[src/rtl/sgba_pkg.sv]
// Shared constants and types for the sorted group-by aggregator with having filter.
// No dependencies; every other file in rtl/ refers to it by scoped names.
package sgba_pkg;

   localparam int DATA_WIDTH_DEF  = 32;
   localparam int QUEUE_DEPTH_DEF = 4;

   // port payload widths (fixed by the field list)
   localparam int FIELD_W     = 32;
   localparam int REQ_TDATA_W = 96;
   localparam int RSP_TDATA_W = 64;
   localparam int CSR_ADDR_W  = 2;
   localparam int CSR_DATA_W  = 32;
   localparam int FUNC_W      = 3;

   // configuration register indexes
   localparam logic [CSR_ADDR_W-1:0] CSR_HAVING_FUNC = 2'd0;
   localparam logic [CSR_ADDR_W-1:0] CSR_HAVING_OP   = 2'd1;
   localparam logic [CSR_ADDR_W-1:0] CSR_THRESHOLD   = 2'd2;
   localparam logic [CSR_ADDR_W-1:0] CSR_RETURN_FUNC = 2'd3;

   // aggregate function codes
   localparam logic [FUNC_W-1:0] FN_AVG   = 3'd0;
   localparam logic [FUNC_W-1:0] FN_SUM   = 3'd1;
   localparam logic [FUNC_W-1:0] FN_MAX   = 3'd2;
   localparam logic [FUNC_W-1:0] FN_MIN   = 3'd3;
   localparam logic [FUNC_W-1:0] FN_COUNT = 3'd4;

   // comparison codes
   localparam logic [FUNC_W-1:0] OP_LT = 3'd0;
   localparam logic [FUNC_W-1:0] OP_GT = 3'd1;
   localparam logic [FUNC_W-1:0] OP_LE = 3'd2;
   localparam logic [FUNC_W-1:0] OP_GE = 3'd3;
   localparam logic [FUNC_W-1:0] OP_EQ = 3'd4;
   localparam logic [FUNC_W-1:0] OP_NE = 3'd5;

   // group record layout: one data word per field, row-end flag on top
   localparam int REC_KEY    = 0;
   localparam int REC_CNT    = 1;
   localparam int REC_HSUM   = 2;
   localparam int REC_HMAX   = 3;
   localparam int REC_HMIN   = 4;
   localparam int REC_RSUM   = 5;
   localparam int REC_RMAX   = 6;
   localparam int REC_RMIN   = 7;
   localparam int REC_FIELDS = 8;

   typedef struct packed {
      logic [FUNC_W-1:0] having_func;
      logic [FUNC_W-1:0] having_op;
      logic [FUNC_W-1:0] return_func;
   } cfg_type;

   typedef enum logic [5:0] {
      BK_IDLE = 6'b000001,
      BK_HDIV = 6'b000010,
      BK_TEST = 6'b000100,
      BK_RDIV = 6'b001000,
      BK_OUT  = 6'b010000,
      BK_OUT2 = 6'b100000
   } back_state_type;

endpackage

[src/rtl/sgba_front.sv]
// Front end: accepts sorted rows, keeps the open group's count/sum/max/min,
// and pushes one closed-group record per cycle into the queue while it is not full. Uses sgba_pkg.
module sgba_front #(
   parameter int DATA_WIDTH = sgba_pkg::DATA_WIDTH_DEF
) (
   input  logic                                          clock,
   input  logic                                          reset,
   input  logic                                          row_valid,
   output logic                                          row_ready,
   input  logic [DATA_WIDTH-1:0]                         row_key,
   input  logic [DATA_WIDTH-1:0]                         row_hv,
   input  logic [DATA_WIDTH-1:0]                         row_rv,
   input  logic                                          row_last,
   output logic                                          push,
   output logic [sgba_pkg::REC_FIELDS*DATA_WIDTH:0]      push_rec,
   input  logic                                          q_full
);

   localparam int F = sgba_pkg::REC_FIELDS;
   localparam logic [DATA_WIDTH-1:0] SMAX = {1'b0, {(DATA_WIDTH-1){1'b1}}};

   logic                         started_ff, started_in;
   logic                         close_pend_ff, close_pend_in;
   logic [F-1:0][DATA_WIDTH-1:0] grp_ff, grp_in, upd, opn;
   logic                         fire, same;

   assign row_ready = !close_pend_ff && !q_full;
   assign fire      = row_valid && row_ready;
   assign same      = started_ff && (row_key == grp_ff[sgba_pkg::REC_KEY]);

   always_comb begin
      upd = grp_ff;
      upd[sgba_pkg::REC_CNT] = (grp_ff[sgba_pkg::REC_CNT] < SMAX) ?
                               grp_ff[sgba_pkg::REC_CNT] + 1'b1 : grp_ff[sgba_pkg::REC_CNT];
      upd[sgba_pkg::REC_HSUM] = grp_ff[sgba_pkg::REC_HSUM] + row_hv;
      upd[sgba_pkg::REC_RSUM] = grp_ff[sgba_pkg::REC_RSUM] + row_rv;
      if ($signed(row_hv) > $signed(grp_ff[sgba_pkg::REC_HMAX])) begin
         upd[sgba_pkg::REC_HMAX] = row_hv;
      end
      if ($signed(row_hv) < $signed(grp_ff[sgba_pkg::REC_HMIN])) begin
         upd[sgba_pkg::REC_HMIN] = row_hv;
      end
      if ($signed(row_rv) > $signed(grp_ff[sgba_pkg::REC_RMAX])) begin
         upd[sgba_pkg::REC_RMAX] = row_rv;
      end
      if ($signed(row_rv) < $signed(grp_ff[sgba_pkg::REC_RMIN])) begin
         upd[sgba_pkg::REC_RMIN] = row_rv;
      end
   end

   always_comb begin
      opn[sgba_pkg::REC_KEY]  = row_key;
      opn[sgba_pkg::REC_CNT]  = DATA_WIDTH'(1);
      opn[sgba_pkg::REC_HSUM] = row_hv;
      opn[sgba_pkg::REC_HMAX] = row_hv;
      opn[sgba_pkg::REC_HMIN] = row_hv;
      opn[sgba_pkg::REC_RSUM] = row_rv;
      opn[sgba_pkg::REC_RMAX] = row_rv;
      opn[sgba_pkg::REC_RMIN] = row_rv;
   end

   always_comb begin
      started_in    = started_ff;
      close_pend_in = close_pend_ff;
      grp_in        = grp_ff;
      push          = 1'b0;
      push_rec      = {1'b1, grp_ff};
      if (fire) begin
         if (!started_ff || same) begin
            grp_in     = same ? upd : opn;
            started_in = !row_last;
            push       = row_last;
            push_rec   = {1'b1, grp_in};
         end else begin
            // key changed: close the old group now; with row_last the new
            // one-row group is held pending and closes once the queue has room
            push          = 1'b1;
            push_rec      = {!row_last, grp_ff};
            grp_in        = opn;
            started_in    = 1'b1;
            close_pend_in = row_last;
         end
      end else if (close_pend_ff && !q_full) begin
         push          = 1'b1;
         push_rec      = {1'b1, grp_ff};
         started_in    = 1'b0;
         close_pend_in = 1'b0;
      end
   end

   always_ff @(posedge clock) begin
      if (reset) begin
         started_ff    <= 1'b0;
         close_pend_ff <= 1'b0;
      end else begin
         started_ff    <= started_in;
         close_pend_ff <= close_pend_in;
      end
      grp_ff <= grp_in;
   end

   a_pend_blocks_rows: assert property (@(posedge clock) disable iff (reset)
      close_pend_ff |-> !row_ready)
      else $error("row accepted while a trailing group close is pending");

   a_pend_has_group: assert property (@(posedge clock) disable iff (reset)
      close_pend_ff |-> started_ff)
      else $error("trailing close pending with no open group");

endmodule

[src/rtl/sgba_queue.sv]
// Small register FIFO that carries closed-group records from front to back.
// Uses sgba_pkg for its default depth; width and depth come from the instantiating module.
module sgba_queue #(
   parameter int WIDTH = 8,
   parameter int DEPTH = sgba_pkg::QUEUE_DEPTH_DEF
) (
   input  logic             clock,
   input  logic             reset,
   input  logic             push,
   input  logic [WIDTH-1:0] push_data,
   output logic             full,
   input  logic             pop,
   output logic             pop_valid,
   output logic [WIDTH-1:0] pop_data
);

   localparam int AW = $clog2(DEPTH);
   localparam int CW = $clog2(DEPTH + 1);

   logic [WIDTH-1:0] mem_ff [DEPTH];
   logic [AW-1:0]    wr_ptr_ff, wr_ptr_in, rd_ptr_ff, rd_ptr_in;
   logic [CW-1:0]    cnt_ff, cnt_in;
   logic             do_push, do_pop;

   assign full      = (cnt_ff == CW'(DEPTH));
   assign pop_valid = (cnt_ff != '0);
   assign pop_data  = mem_ff[rd_ptr_ff];
   assign do_push   = push && !full;
   assign do_pop    = pop && pop_valid;

   always_comb begin
      wr_ptr_in = wr_ptr_ff;
      rd_ptr_in = rd_ptr_ff;
      cnt_in    = cnt_ff;
      if (do_push) begin
         wr_ptr_in = (wr_ptr_ff == AW'(DEPTH - 1)) ? '0 : wr_ptr_ff + 1'b1;
      end
      if (do_pop) begin
         rd_ptr_in = (rd_ptr_ff == AW'(DEPTH - 1)) ? '0 : rd_ptr_ff + 1'b1;
      end
      if (do_push && !do_pop) begin
         cnt_in = cnt_ff + 1'b1;
      end else if (do_pop && !do_push) begin
         cnt_in = cnt_ff - 1'b1;
      end
   end

   always_ff @(posedge clock) begin
      if (reset) begin
         wr_ptr_ff <= '0;
         rd_ptr_ff <= '0;
         cnt_ff    <= '0;
      end else begin
         wr_ptr_ff <= wr_ptr_in;
         rd_ptr_ff <= rd_ptr_in;
         cnt_ff    <= cnt_in;
      end
      if (do_push) begin
         mem_ff[wr_ptr_ff] <= push_data;
      end
   end

   a_no_overflow: assert property (@(posedge clock) disable iff (reset)
      push |-> !full)
      else $error("record pushed into a full queue");

endmodule

[src/rtl/sgba_div.sv]
// Signed-by-positive radix-2 restoring divider, one quotient bit per cycle,
// truncating toward zero. Uses sgba_pkg for its default width; used by sgba_back for AVG.
module sgba_div #(
   parameter int DATA_WIDTH = sgba_pkg::DATA_WIDTH_DEF
) (
   input  logic                  clock,
   input  logic                  reset,
   input  logic                  start,
   input  logic [DATA_WIDTH-1:0] dividend,
   input  logic [DATA_WIDTH-1:0] divisor,
   output logic                  done,
   output logic [DATA_WIDTH-1:0] quotient
);

   localparam int W  = DATA_WIDTH;
   localparam int CW = $clog2(W);

   logic          busy_ff, busy_in, done_ff, done_in, neg_ff, neg_in;
   logic [CW-1:0] cnt_ff, cnt_in;
   logic [W-1:0]  rem_ff, rem_in, quo_ff, quo_in, dsr_ff, dsr_in;
   logic [W:0]    trial, diff;
   logic          ge;

   assign trial    = {rem_ff, quo_ff[W-1]};
   assign diff     = trial - {1'b0, dsr_ff};
   assign ge       = trial >= {1'b0, dsr_ff};
   assign done     = done_ff;
   assign quotient = neg_ff ? (W'(0) - quo_ff) : quo_ff;

   always_comb begin
      busy_in = busy_ff;
      done_in = 1'b0;
      neg_in  = neg_ff;
      cnt_in  = cnt_ff;
      rem_in  = rem_ff;
      quo_in  = quo_ff;
      dsr_in  = dsr_ff;
      if (start) begin
         busy_in = 1'b1;
         neg_in  = dividend[W-1];
         quo_in  = dividend[W-1] ? (W'(0) - dividend) : dividend;
         rem_in  = '0;
         dsr_in  = divisor;
         cnt_in  = CW'(W - 1);
      end else if (busy_ff) begin
         rem_in = ge ? diff[W-1:0] : trial[W-1:0];
         quo_in = {quo_ff[W-2:0], ge};
         cnt_in = cnt_ff - 1'b1;
         if (cnt_ff == '0) begin
            busy_in = 1'b0;
            done_in = 1'b1;
         end
      end
   end

   always_ff @(posedge clock) begin
      if (reset) begin
         busy_ff <= 1'b0;
         done_ff <= 1'b0;
      end else begin
         busy_ff <= busy_in;
         done_ff <= done_in;
      end
      neg_ff <= neg_in;
      cnt_ff <= cnt_in;
      rem_ff <= rem_in;
      quo_ff <= quo_in;
      dsr_ff <= dsr_in;
   end

   a_start_when_free: assert property (@(posedge clock) disable iff (reset)
      start |-> !busy_ff)
      else $error("divider started while busy");

endmodule

[src/rtl/sgba_back.sv]
// Back end: pops closed-group records, evaluates the having aggregate and test,
// computes the return aggregate and drives the result register. Uses sgba_pkg, sgba_div.
module sgba_back #(
   parameter int DATA_WIDTH = sgba_pkg::DATA_WIDTH_DEF
) (
   input  logic                                     clock,
   input  logic                                     reset,
   input  sgba_pkg::cfg_type                        cfg,
   input  logic [DATA_WIDTH-1:0]                    threshold,
   input  logic                                     q_valid,
   input  logic [sgba_pkg::REC_FIELDS*DATA_WIDTH:0] q_data,
   output logic                                     q_pop,
   output logic                                     rsp_valid,
   input  logic                                     rsp_ready,
   output logic [DATA_WIDTH-1:0]                    rsp_key,
   output logic [DATA_WIDTH-1:0]                    rsp_val,
   output logic                                     rsp_last
);

   localparam int W     = DATA_WIDTH;
   localparam int F     = sgba_pkg::REC_FIELDS;
   localparam int REC_W = F * W + 1;

   sgba_pkg::back_state_type state_ff, state_in;

   logic [REC_W-1:0] rec_ff, rec_in;
   logic [F-1:0][W-1:0] rec_g, head_g;
   logic [W-1:0] hval_ff, hval_in, rval_ff, rval_in;
   logic         pass_ff, pass_in;
   logic         pend_valid_ff, pend_valid_in;
   logic [W-1:0] pend_key_ff, pend_key_in, pend_val_ff, pend_val_in;
   logic         rsp_valid_ff, rsp_valid_in, rsp_last_ff, rsp_last_in;
   logic [W-1:0] rsp_key_ff, rsp_key_in, rsp_val_ff, rsp_val_in;
   logic         out_free, rec_end;
   logic         div_start, div_done;
   logic [W-1:0] div_dvd, div_dsr, div_q;

   assign rec_g   = rec_ff[F*W-1:0];
   assign head_g  = q_data[F*W-1:0];
   assign rec_end = rec_ff[F*W];
   assign out_free = !rsp_valid_ff || rsp_ready;

   assign rsp_valid = rsp_valid_ff;
   assign rsp_key   = rsp_key_ff;
   assign rsp_val   = rsp_val_ff;
   assign rsp_last  = rsp_last_ff;

   function automatic logic [W-1:0] agg_pick(logic [sgba_pkg::FUNC_W-1:0] fn,
                                             logic [W-1:0] cnt, logic [W-1:0] sum,
                                             logic [W-1:0] mx, logic [W-1:0] mn);
      case (fn)
         sgba_pkg::FN_SUM:   return sum;
         sgba_pkg::FN_MAX:   return mx;
         sgba_pkg::FN_MIN:   return mn;
         sgba_pkg::FN_COUNT: return cnt;
         default:            return '0;
      endcase
   endfunction

   function automatic logic having_test(logic [sgba_pkg::FUNC_W-1:0] op,
                                        logic [W-1:0] a, logic [W-1:0] t);
      logic lt, gt;
      lt = $signed(a) < $signed(t);
      gt = $signed(a) > $signed(t);
      case (op)
         sgba_pkg::OP_LT: return lt;
         sgba_pkg::OP_GT: return gt;
         sgba_pkg::OP_LE: return !gt;
         sgba_pkg::OP_GE: return !lt;
         sgba_pkg::OP_EQ: return a == t;
         sgba_pkg::OP_NE: return a != t;
         default:         return 1'b0;
      endcase
   endfunction

   sgba_div #(
      .DATA_WIDTH (W)
   ) u_div (
      .clock    (clock),
      .reset    (reset),
      .start    (div_start),
      .dividend (div_dvd),
      .divisor  (div_dsr),
      .done     (div_done),
      .quotient (div_q)
   );

   always_comb begin
      state_in      = state_ff;
      rec_in        = rec_ff;
      hval_in       = hval_ff;
      rval_in       = rval_ff;
      pass_in       = pass_ff;
      pend_valid_in = pend_valid_ff;
      pend_key_in   = pend_key_ff;
      pend_val_in   = pend_val_ff;
      rsp_valid_in  = rsp_valid_ff && !rsp_ready;
      rsp_key_in    = rsp_key_ff;
      rsp_val_in    = rsp_val_ff;
      rsp_last_in   = rsp_last_ff;
      q_pop         = 1'b0;
      div_start     = 1'b0;
      div_dvd       = rec_g[sgba_pkg::REC_RSUM];
      div_dsr       = rec_g[sgba_pkg::REC_CNT];

      case (state_ff)
         sgba_pkg::BK_IDLE: begin
            if (q_valid) begin
               q_pop  = 1'b1;
               rec_in = q_data;
               if (cfg.having_func == sgba_pkg::FN_AVG) begin
                  div_start = 1'b1;
                  div_dvd   = head_g[sgba_pkg::REC_HSUM];
                  div_dsr   = head_g[sgba_pkg::REC_CNT];
                  state_in  = sgba_pkg::BK_HDIV;
               end else begin
                  hval_in  = agg_pick(cfg.having_func, head_g[sgba_pkg::REC_CNT],
                                      head_g[sgba_pkg::REC_HSUM], head_g[sgba_pkg::REC_HMAX],
                                      head_g[sgba_pkg::REC_HMIN]);
                  state_in = sgba_pkg::BK_TEST;
               end
            end
         end
         sgba_pkg::BK_HDIV: begin
            if (div_done) begin
               hval_in  = div_q;
               state_in = sgba_pkg::BK_TEST;
            end
         end
         sgba_pkg::BK_TEST: begin
            pass_in = having_test(cfg.having_op, hval_ff, threshold);
            if (pass_in && cfg.return_func == sgba_pkg::FN_AVG) begin
               div_start = 1'b1;
               state_in  = sgba_pkg::BK_RDIV;
            end else begin
               rval_in  = agg_pick(cfg.return_func, rec_g[sgba_pkg::REC_CNT],
                                   rec_g[sgba_pkg::REC_RSUM], rec_g[sgba_pkg::REC_RMAX],
                                   rec_g[sgba_pkg::REC_RMIN]);
               state_in = sgba_pkg::BK_OUT;
            end
         end
         sgba_pkg::BK_RDIV: begin
            if (div_done) begin
               rval_in  = div_q;
               state_in = sgba_pkg::BK_OUT;
            end
         end
         sgba_pkg::BK_OUT: begin
            if (!pend_valid_ff) begin
               if (pass_ff && !rec_end) begin
                  // another close from the same row follows: hold this
                  // result until it is known whether it is the row's last
                  pend_valid_in = 1'b1;
                  pend_key_in   = rec_g[sgba_pkg::REC_KEY];
                  pend_val_in   = rval_ff;
                  state_in      = sgba_pkg::BK_IDLE;
               end else if (pass_ff) begin
                  if (out_free) begin
                     rsp_valid_in = 1'b1;
                     rsp_key_in   = rec_g[sgba_pkg::REC_KEY];
                     rsp_val_in   = rval_ff;
                     rsp_last_in  = 1'b1;
                     state_in     = sgba_pkg::BK_IDLE;
                  end
               end else begin
                  state_in = sgba_pkg::BK_IDLE;
               end
            end else if (out_free) begin
               rsp_valid_in  = 1'b1;
               rsp_key_in    = pend_key_ff;
               rsp_val_in    = pend_val_ff;
               rsp_last_in   = !pass_ff;
               pend_valid_in = 1'b0;
               state_in      = pass_ff ? sgba_pkg::BK_OUT2 : sgba_pkg::BK_IDLE;
            end
         end
         sgba_pkg::BK_OUT2: begin
            if (out_free) begin
               rsp_valid_in = 1'b1;
               rsp_key_in   = rec_g[sgba_pkg::REC_KEY];
               rsp_val_in   = rval_ff;
               rsp_last_in  = 1'b1;
               state_in     = sgba_pkg::BK_IDLE;
            end
         end
         default: begin
            state_in = sgba_pkg::BK_IDLE;
         end
      endcase
   end

   always_ff @(posedge clock) begin
      if (reset) begin
         state_ff      <= sgba_pkg::BK_IDLE;
         pend_valid_ff <= 1'b0;
         rsp_valid_ff  <= 1'b0;
      end else begin
         state_ff      <= state_in;
         pend_valid_ff <= pend_valid_in;
         rsp_valid_ff  <= rsp_valid_in;
      end
      rec_ff      <= rec_in;
      hval_ff     <= hval_in;
      rval_ff     <= rval_in;
      pass_ff     <= pass_in;
      pend_key_ff <= pend_key_in;
      pend_val_ff <= pend_val_in;
      rsp_key_ff  <= rsp_key_in;
      rsp_val_ff  <= rsp_val_in;
      rsp_last_ff <= rsp_last_in;
   end

   a_pend_before_row_end: assert property (@(posedge clock) disable iff (reset)
      (state_ff == sgba_pkg::BK_OUT && pend_valid_ff) |-> rec_end)
      else $error("held result met a record that does not end its row");

   a_div_done_expected: assert property (@(posedge clock) disable iff (reset)
      div_done |-> (state_ff == sgba_pkg::BK_HDIV || state_ff == sgba_pkg::BK_RDIV))
      else $error("divider finished outside a divide state");

endmodule

[src/rtl/sorted_groupby_having_aggregator_core.sv]
// Top level of the sorted group-by aggregator with having filter.
// Holds the configuration registers; instantiates sgba_front, sgba_queue, sgba_back.
//
// Usage:
//  - req_* carries rows sorted by group key, one beat per row; req_tlast marks
//    the last row of the stream. rsp_* carries one beat per group that passes
//    the having test; rsp_tlast marks the final result caused by an input row.
//  - csr_* writes registers 0 having_func, 1 having_op, 2 threshold,
//    3 return_func; write only while the block is idle.
//  - Throughput: the front accepts one row per cycle while the queue has room; a row
//    that changes the key and also carries tlast blocks the next row until its second
//    close is pushed. The back end takes one closed group at a time, and every AVG it
//    evaluates runs through one radix-2 divider, one quotient bit per cycle. A queue of
//    QUEUE_DEPTH records absorbs bursts of group closes.
//  - Reset clears the open group, the queue, the pending result and restores
//    the register defaults (sum, lt, 0, sum).
//  - When rsp_tready is low, the result register holds, the back end waits,
//    the queue fills and req_tready drops.
module sorted_groupby_having_aggregator_core #(
   parameter int DATA_WIDTH  = sgba_pkg::DATA_WIDTH_DEF,
   parameter int QUEUE_DEPTH = sgba_pkg::QUEUE_DEPTH_DEF
) (
   input  logic                                clock,
   input  logic                                reset,
   input  logic                                req_tvalid,
   output logic                                req_tready,
   // group_key [31:0], having_value [63:32], return_value [95:64]
   input  logic [sgba_pkg::REQ_TDATA_W-1:0]    req_tdata,
   input  logic                                req_tlast,
   output logic                                rsp_tvalid,
   input  logic                                rsp_tready,
   // out_key [31:0], agg_value [63:32]
   output logic [sgba_pkg::RSP_TDATA_W-1:0]    rsp_tdata,
   output logic                                rsp_tlast,
   input  logic                                csr_we,
   input  logic [sgba_pkg::CSR_ADDR_W-1:0]     csr_addr,
   input  logic [sgba_pkg::CSR_DATA_W-1:0]     csr_wdata
);

   localparam int W     = DATA_WIDTH;
   localparam int FW    = sgba_pkg::FIELD_W;
   localparam int REC_W = sgba_pkg::REC_FIELDS * W + 1;

   sgba_pkg::cfg_type cfg_ff, cfg_in;
   logic [W-1:0]      thr_ff, thr_in;

   logic [W-1:0]       row_key, row_hv, row_rv;
   logic               push, q_full, q_pop, q_valid;
   logic [REC_W-1:0]   push_rec, q_data;
   logic [W-1:0]       out_key, out_val;

   // fields arrive as signed 32-bit values; resize to the internal width
   assign row_key = W'(signed'(req_tdata[FW-1:0]));
   assign row_hv  = W'(signed'(req_tdata[2*FW-1:FW]));
   assign row_rv  = W'(signed'(req_tdata[3*FW-1:2*FW]));

   assign rsp_tdata = {FW'(signed'(out_val)), FW'(signed'(out_key))};

   always_comb begin
      cfg_in = cfg_ff;
      thr_in = thr_ff;
      if (csr_we) begin
         case (csr_addr)
            sgba_pkg::CSR_HAVING_FUNC: cfg_in.having_func = csr_wdata[sgba_pkg::FUNC_W-1:0];
            sgba_pkg::CSR_HAVING_OP:   cfg_in.having_op   = csr_wdata[sgba_pkg::FUNC_W-1:0];
            sgba_pkg::CSR_THRESHOLD:   thr_in             = W'(signed'(csr_wdata));
            sgba_pkg::CSR_RETURN_FUNC: cfg_in.return_func = csr_wdata[sgba_pkg::FUNC_W-1:0];
            default: ;
         endcase
      end
   end

   always_ff @(posedge clock) begin
      if (reset) begin
         cfg_ff.having_func <= sgba_pkg::FN_SUM;
         cfg_ff.having_op   <= sgba_pkg::OP_LT;
         cfg_ff.return_func <= sgba_pkg::FN_SUM;
         thr_ff             <= '0;
      end else begin
         cfg_ff <= cfg_in;
         thr_ff <= thr_in;
      end
   end

   sgba_front #(
      .DATA_WIDTH (W)
   ) u_front (
      .clock     (clock),
      .reset     (reset),
      .row_valid (req_tvalid),
      .row_ready (req_tready),
      .row_key   (row_key),
      .row_hv    (row_hv),
      .row_rv    (row_rv),
      .row_last  (req_tlast),
      .push      (push),
      .push_rec  (push_rec),
      .q_full    (q_full)
   );

   sgba_queue #(
      .WIDTH (REC_W),
      .DEPTH (QUEUE_DEPTH)
   ) u_queue (
      .clock     (clock),
      .reset     (reset),
      .push      (push),
      .push_data (push_rec),
      .full      (q_full),
      .pop       (q_pop),
      .pop_valid (q_valid),
      .pop_data  (q_data)
   );

   sgba_back #(
      .DATA_WIDTH (W)
   ) u_back (
      .clock     (clock),
      .reset     (reset),
      .cfg       (cfg_ff),
      .threshold (thr_ff),
      .q_valid   (q_valid),
      .q_data    (q_data),
      .q_pop     (q_pop),
      .rsp_valid (rsp_tvalid),
      .rsp_ready (rsp_tready),
      .rsp_key   (out_key),
      .rsp_val   (out_val),
      .rsp_last  (rsp_tlast)
   );

endmodule

[config.mk]
export PLATFORM = sky130hd
export DESIGN_NAME = sorted_groupby_having_aggregator_core
export DESIGN_NICKNAME = d
export VERILOG_FILES = /design/src/rtl/sgba_pkg.sv /design/src/rtl/sgba_front.sv /design/src/rtl/sgba_queue.sv /design/src/rtl/sgba_div.sv /design/src/rtl/sgba_back.sv /design/src/rtl/sorted_groupby_having_aggregator_core.sv
export SDC_FILE = /design/constraint.sdc
export NUM_CORES = 2
export LEC_CHECK = 0
export BUFFER_PORTS_ARGS = -buffer_cell sky130_fd_sc_hd__buf_2
export CAP_MARGIN = 20
export CORE_MARGIN = 2
export CORE_UTILIZATION = 50
export CTS_BUF_LIST = sky130_fd_sc_hd__clkbuf_8
export CTS_CLUSTER_SIZE = 10
export DETAILED_ROUTE_END_ITERATION = 6
export PLACE_DENSITY = 0.66
export SLEW_MARGIN = 20
export SYNTH_ARGS = -nofsm -noshare
export SYNTH_HDL_FRONTEND = slang
export SYNTH_SLANG_ARGS = --single-unit
[constraint.sdc]
create_clock -name clock -period 31.9 [get_ports clock]
set_clock_uncertainty 0.1 [all_clocks]
set_input_delay 7.975 -clock clock [delete_from_list [all_inputs] [get_ports clock]]
set_output_delay 7.975 -clock clock [all_outputs]
set_load 0.02 [all_outputs]
==> flow_summary_export.csv <==
group,metric,value,unit
power_and_ir_drop,ir_worst_vdd,0.0531,mV
timing,final.min_clock_period,12520,ps
logic_synthesis,synth_cell_types,84,
clock_tree,post-cts-setup-buffers,0,
timing,hold_ws,345,ps
clock_tree,ctsResizeCount,0,
grt,grt_util_met1,38.0,%
logic_synthesis,async_flop_share,0,%
place,io_buffers,202,
die,die_w,411,µm
place,place_hpwl,153000,µm
logic_synthesis,yosys_register_bits,1803,
critical_path,worstPathMaxFanout,62,
critical_path,worst_path_dominant_cell_family,"simple AND/OR/NAND/NOR gates",
logic_synthesis,syn_inst,5941,
cells_and_area,final_nets,6644,
power_and_ir_drop,power_leakage,33.0,nW
timing,rsz0062_at_grt,"false",
min_path,hp-class,"reg -> reg",
grt,grt_overflow,0,
logic_synthesis,synth.area.top_cells,"edfxtp_1, mux4_2, ha_1",
critical_path,path_buf_inv,3,
critical_path,cpPeakStageDelay,900,ps
critical_path,crit_path_frequent_cell,"buf_4",
clock_tree,htreeDepth,5,
routing,ant_nets,0,
routing,vias,52100,
clock_tree,cts_buffers,316,
cells_and_area,area_growth,10.9,%
logic_synthesis,synth_edf_count,1704,
die,dieArea,0.169,mm²
timing,slew_viol_final,0,
critical_path,cp.required,32390,ps
grt,grt_pass1_wl,331000,µm
logic_synthesis,yosysSeqAreaShare,64.2,%
timing,fin_tns_setup,0,ps
grt,use_met3,6.07,%
logic_synthesis,synth_area_per_cell,13.9,µm²
clock_tree,clock_path_buffers,4,
routing,routed_wl,229000,µm
status,status,"completed",
grt,grt.total_usage,26.7,%
grt,busiest_layer,"met2",
power_and_ir_drop,fin_total_pwr,0.00710,W
clock_tree,clk_latency,1050,ps
die,die_h,411,µm
critical_path,path_class,"in -> reg",
logic_synthesis,synth_top_area_share,61.8,%
clock_tree,cts_tree,"built",
routing,drtIter0Drc,5624,
logic_synthesis,ys_warn_count,0,
critical_path,arrival,13020,ps
grt,grt_pass1_vias,49500,
place,gp_congestion,0.934,
clock_tree,clock-root-buffer,"clkbuf_8",
cells_and_area,regArea,0.0532,mm²
timing,worst_pin_slew,1230,ps
critical_path,cp-end-kind,"register",
timing,setup_viol,0,
flow_run,maxCapViolations,0,
logic_synthesis,yosysMostFrequentCell,"edfxtp_1",
logic_synthesis,syn-num-nets,6343,
logic_synthesis,synth_common_cells,"edfxtp_1, nand2_1, nor2_1",
grt,grt_max_degree,147,
routing,wire_per_inst,26.4,µm
power_and_ir_drop,powerDensity,77.3,mW/mm²
clock_tree,cts.sinks,1803,
grt,grtUsageMet2,40.5,%
die,rows,149,
clock_tree,cts_hold_buf,0,
routing,drc,0,
routing,via_per_inst,6.01,
die,ios,203,
critical_path,crit_chain,"buf_2 -> xor2_1 -> nor4_1 -> nand4_1 -> nor2_2 -> nor2b_1 -> o21ai_0 -> a21oi_1 -> and2_4 -> buf_4 -> buf_4",
critical_path,start_kind,"input port",
timing,maxSlewHeadroom,16.9,%
clock_tree,clk_pin_slew,50,ps
die,start_util,50.3,%
die,core,0.165,mm²
cells_and_area,multi_input_area,0.0276,mm²
timing,fmax,79.9,MHz
grt,antenna_found_initial,22,
timing,fin_crit_sh,39.3,%
cells_and_area,drive_gt1_share,18.2,%
cells_and_area,fillers,13200,
logic_synthesis,yosys.area.top_type,"edfxtp_1",
timing,finalHoldViolations,0,
logic_synthesis,synth.cell_area,0.0827,mm²
logic_synthesis,yosys_most_used_dff,"edfxtp_1",
critical_path,cp_slowest_cell,"buf_4",
routing,drtPass1Iterations,6,
[sequential cells by signal, summed over array words and instances, names as in the netlist, 6 cells and up, named ones only]
name / cells
thr_ff: 32
u_back.u_div.quo_ff: 32
u_back.state_ff: 6
u_front.grp_ff: 224
cfg_ff: 9
u_back.pend_key_ff: 32
u_back.u_div.dsr_ff: 32
u_back.rsp_key: 32
u_back.u_div.rem_ff: 32
u_back.pend_val_ff: 32
u_queue.mem_ff: 1028
u_back.rsp_val: 32
u_back.rval_ff: 32
u_back.hval_ff: 32
u_back.rec_ff: 161
[per-stage QoR]
stage | area [µm²] | utilization, % | std cells | worst slack (ps)
2_1_floorplan | 82700 | - | 5941 | 15730
3_3_place_gp | 86100 | 52.3 | 8113 | 18630
3_5_place_dp | 86100 | 52.3 | 8113 | 18540
4_1_cts | 91700 | 55.7 | 8656 | 19550
5_1_grt | 91800 | 55.7 | 8662 | 19390
6_report | 91800 | 55.7 | 8665 | 19380
[cells by family after synthesis]
kind of cell | after synthesis | share of synthesized area, %
and+or+nand+nor | 1535 | 8.12
adders and majority gates | 266 | 4.06
muxes | 508 | 10.3
xor gates and xnor gates | 204 | 2.16
AOI/OAI and AO/OA | 1083 | 8.51
buffers and inverters | 542 | 2.57
DFF | 1803 | 64.2
[routing by layer]
layer  share of wire, %  up-vias
met4                3.5       14
li1                   -    23300
met5              0.036        -
met1                 42    26000
met2                 45     2329
met3                9.3      438
[report_power, final]
group	switching (W)	leakage [nW]	total (W)	internal [W]
clock	0.000925	3.27	0.00194	0.00101
combinational	0.00113	13.2	0.00179	0.000660
sequential	0.000239	16.5	0.00337	0.00313
[final timing paths]
kind / cells after the start / startpoint / slack (ps) / to
max: 11 / req_tdata[30] / 19380 / u_queue.mem_ff[2][209]
min: 0 / u_back.rval_ff[25] / 350 / u_back.pend_val_ff[25]
max reg2reg: 10 / register / 25970 / u_queue.mem_ff[2][209]
min reg2reg: 0 / u_back.rval_ff[25] / 350 / u_back.pend_val_ff[25]
[cells in the final DEF, fill, tap and decap left out, drive strengths merged, types with 55 or more instances in the layout]
cell	count
nor3	55
inv	343
a22oi	64
o21ai	301
mux2i	58
xnor2	102
nand3	79
mux2	193
ha	262
a21o	91
xor2	102
clkinv	97
clkbuf	334
a31oi	119
buf	282
nor2	318
edfxtp	1704
nand2	815
a21oi	187
dfxtp	99
mux4	257
[final cells by class]
type / instances / area share [%]
Timing Repair Buffer: 282 / 1.82
Inverter: 243 / 1.01
Antenna cell: 9 / 0.0245
Tap cell: 2189 / 2.98
Clock inverter: 209 / 1.12
Multi-Input combinational cell: 3596 / 30.1
Sequential cell: 1803 / 57.9
Clock buffer: 334 / 5.01
Note: power is estimated with default switching activity, not from simulation.
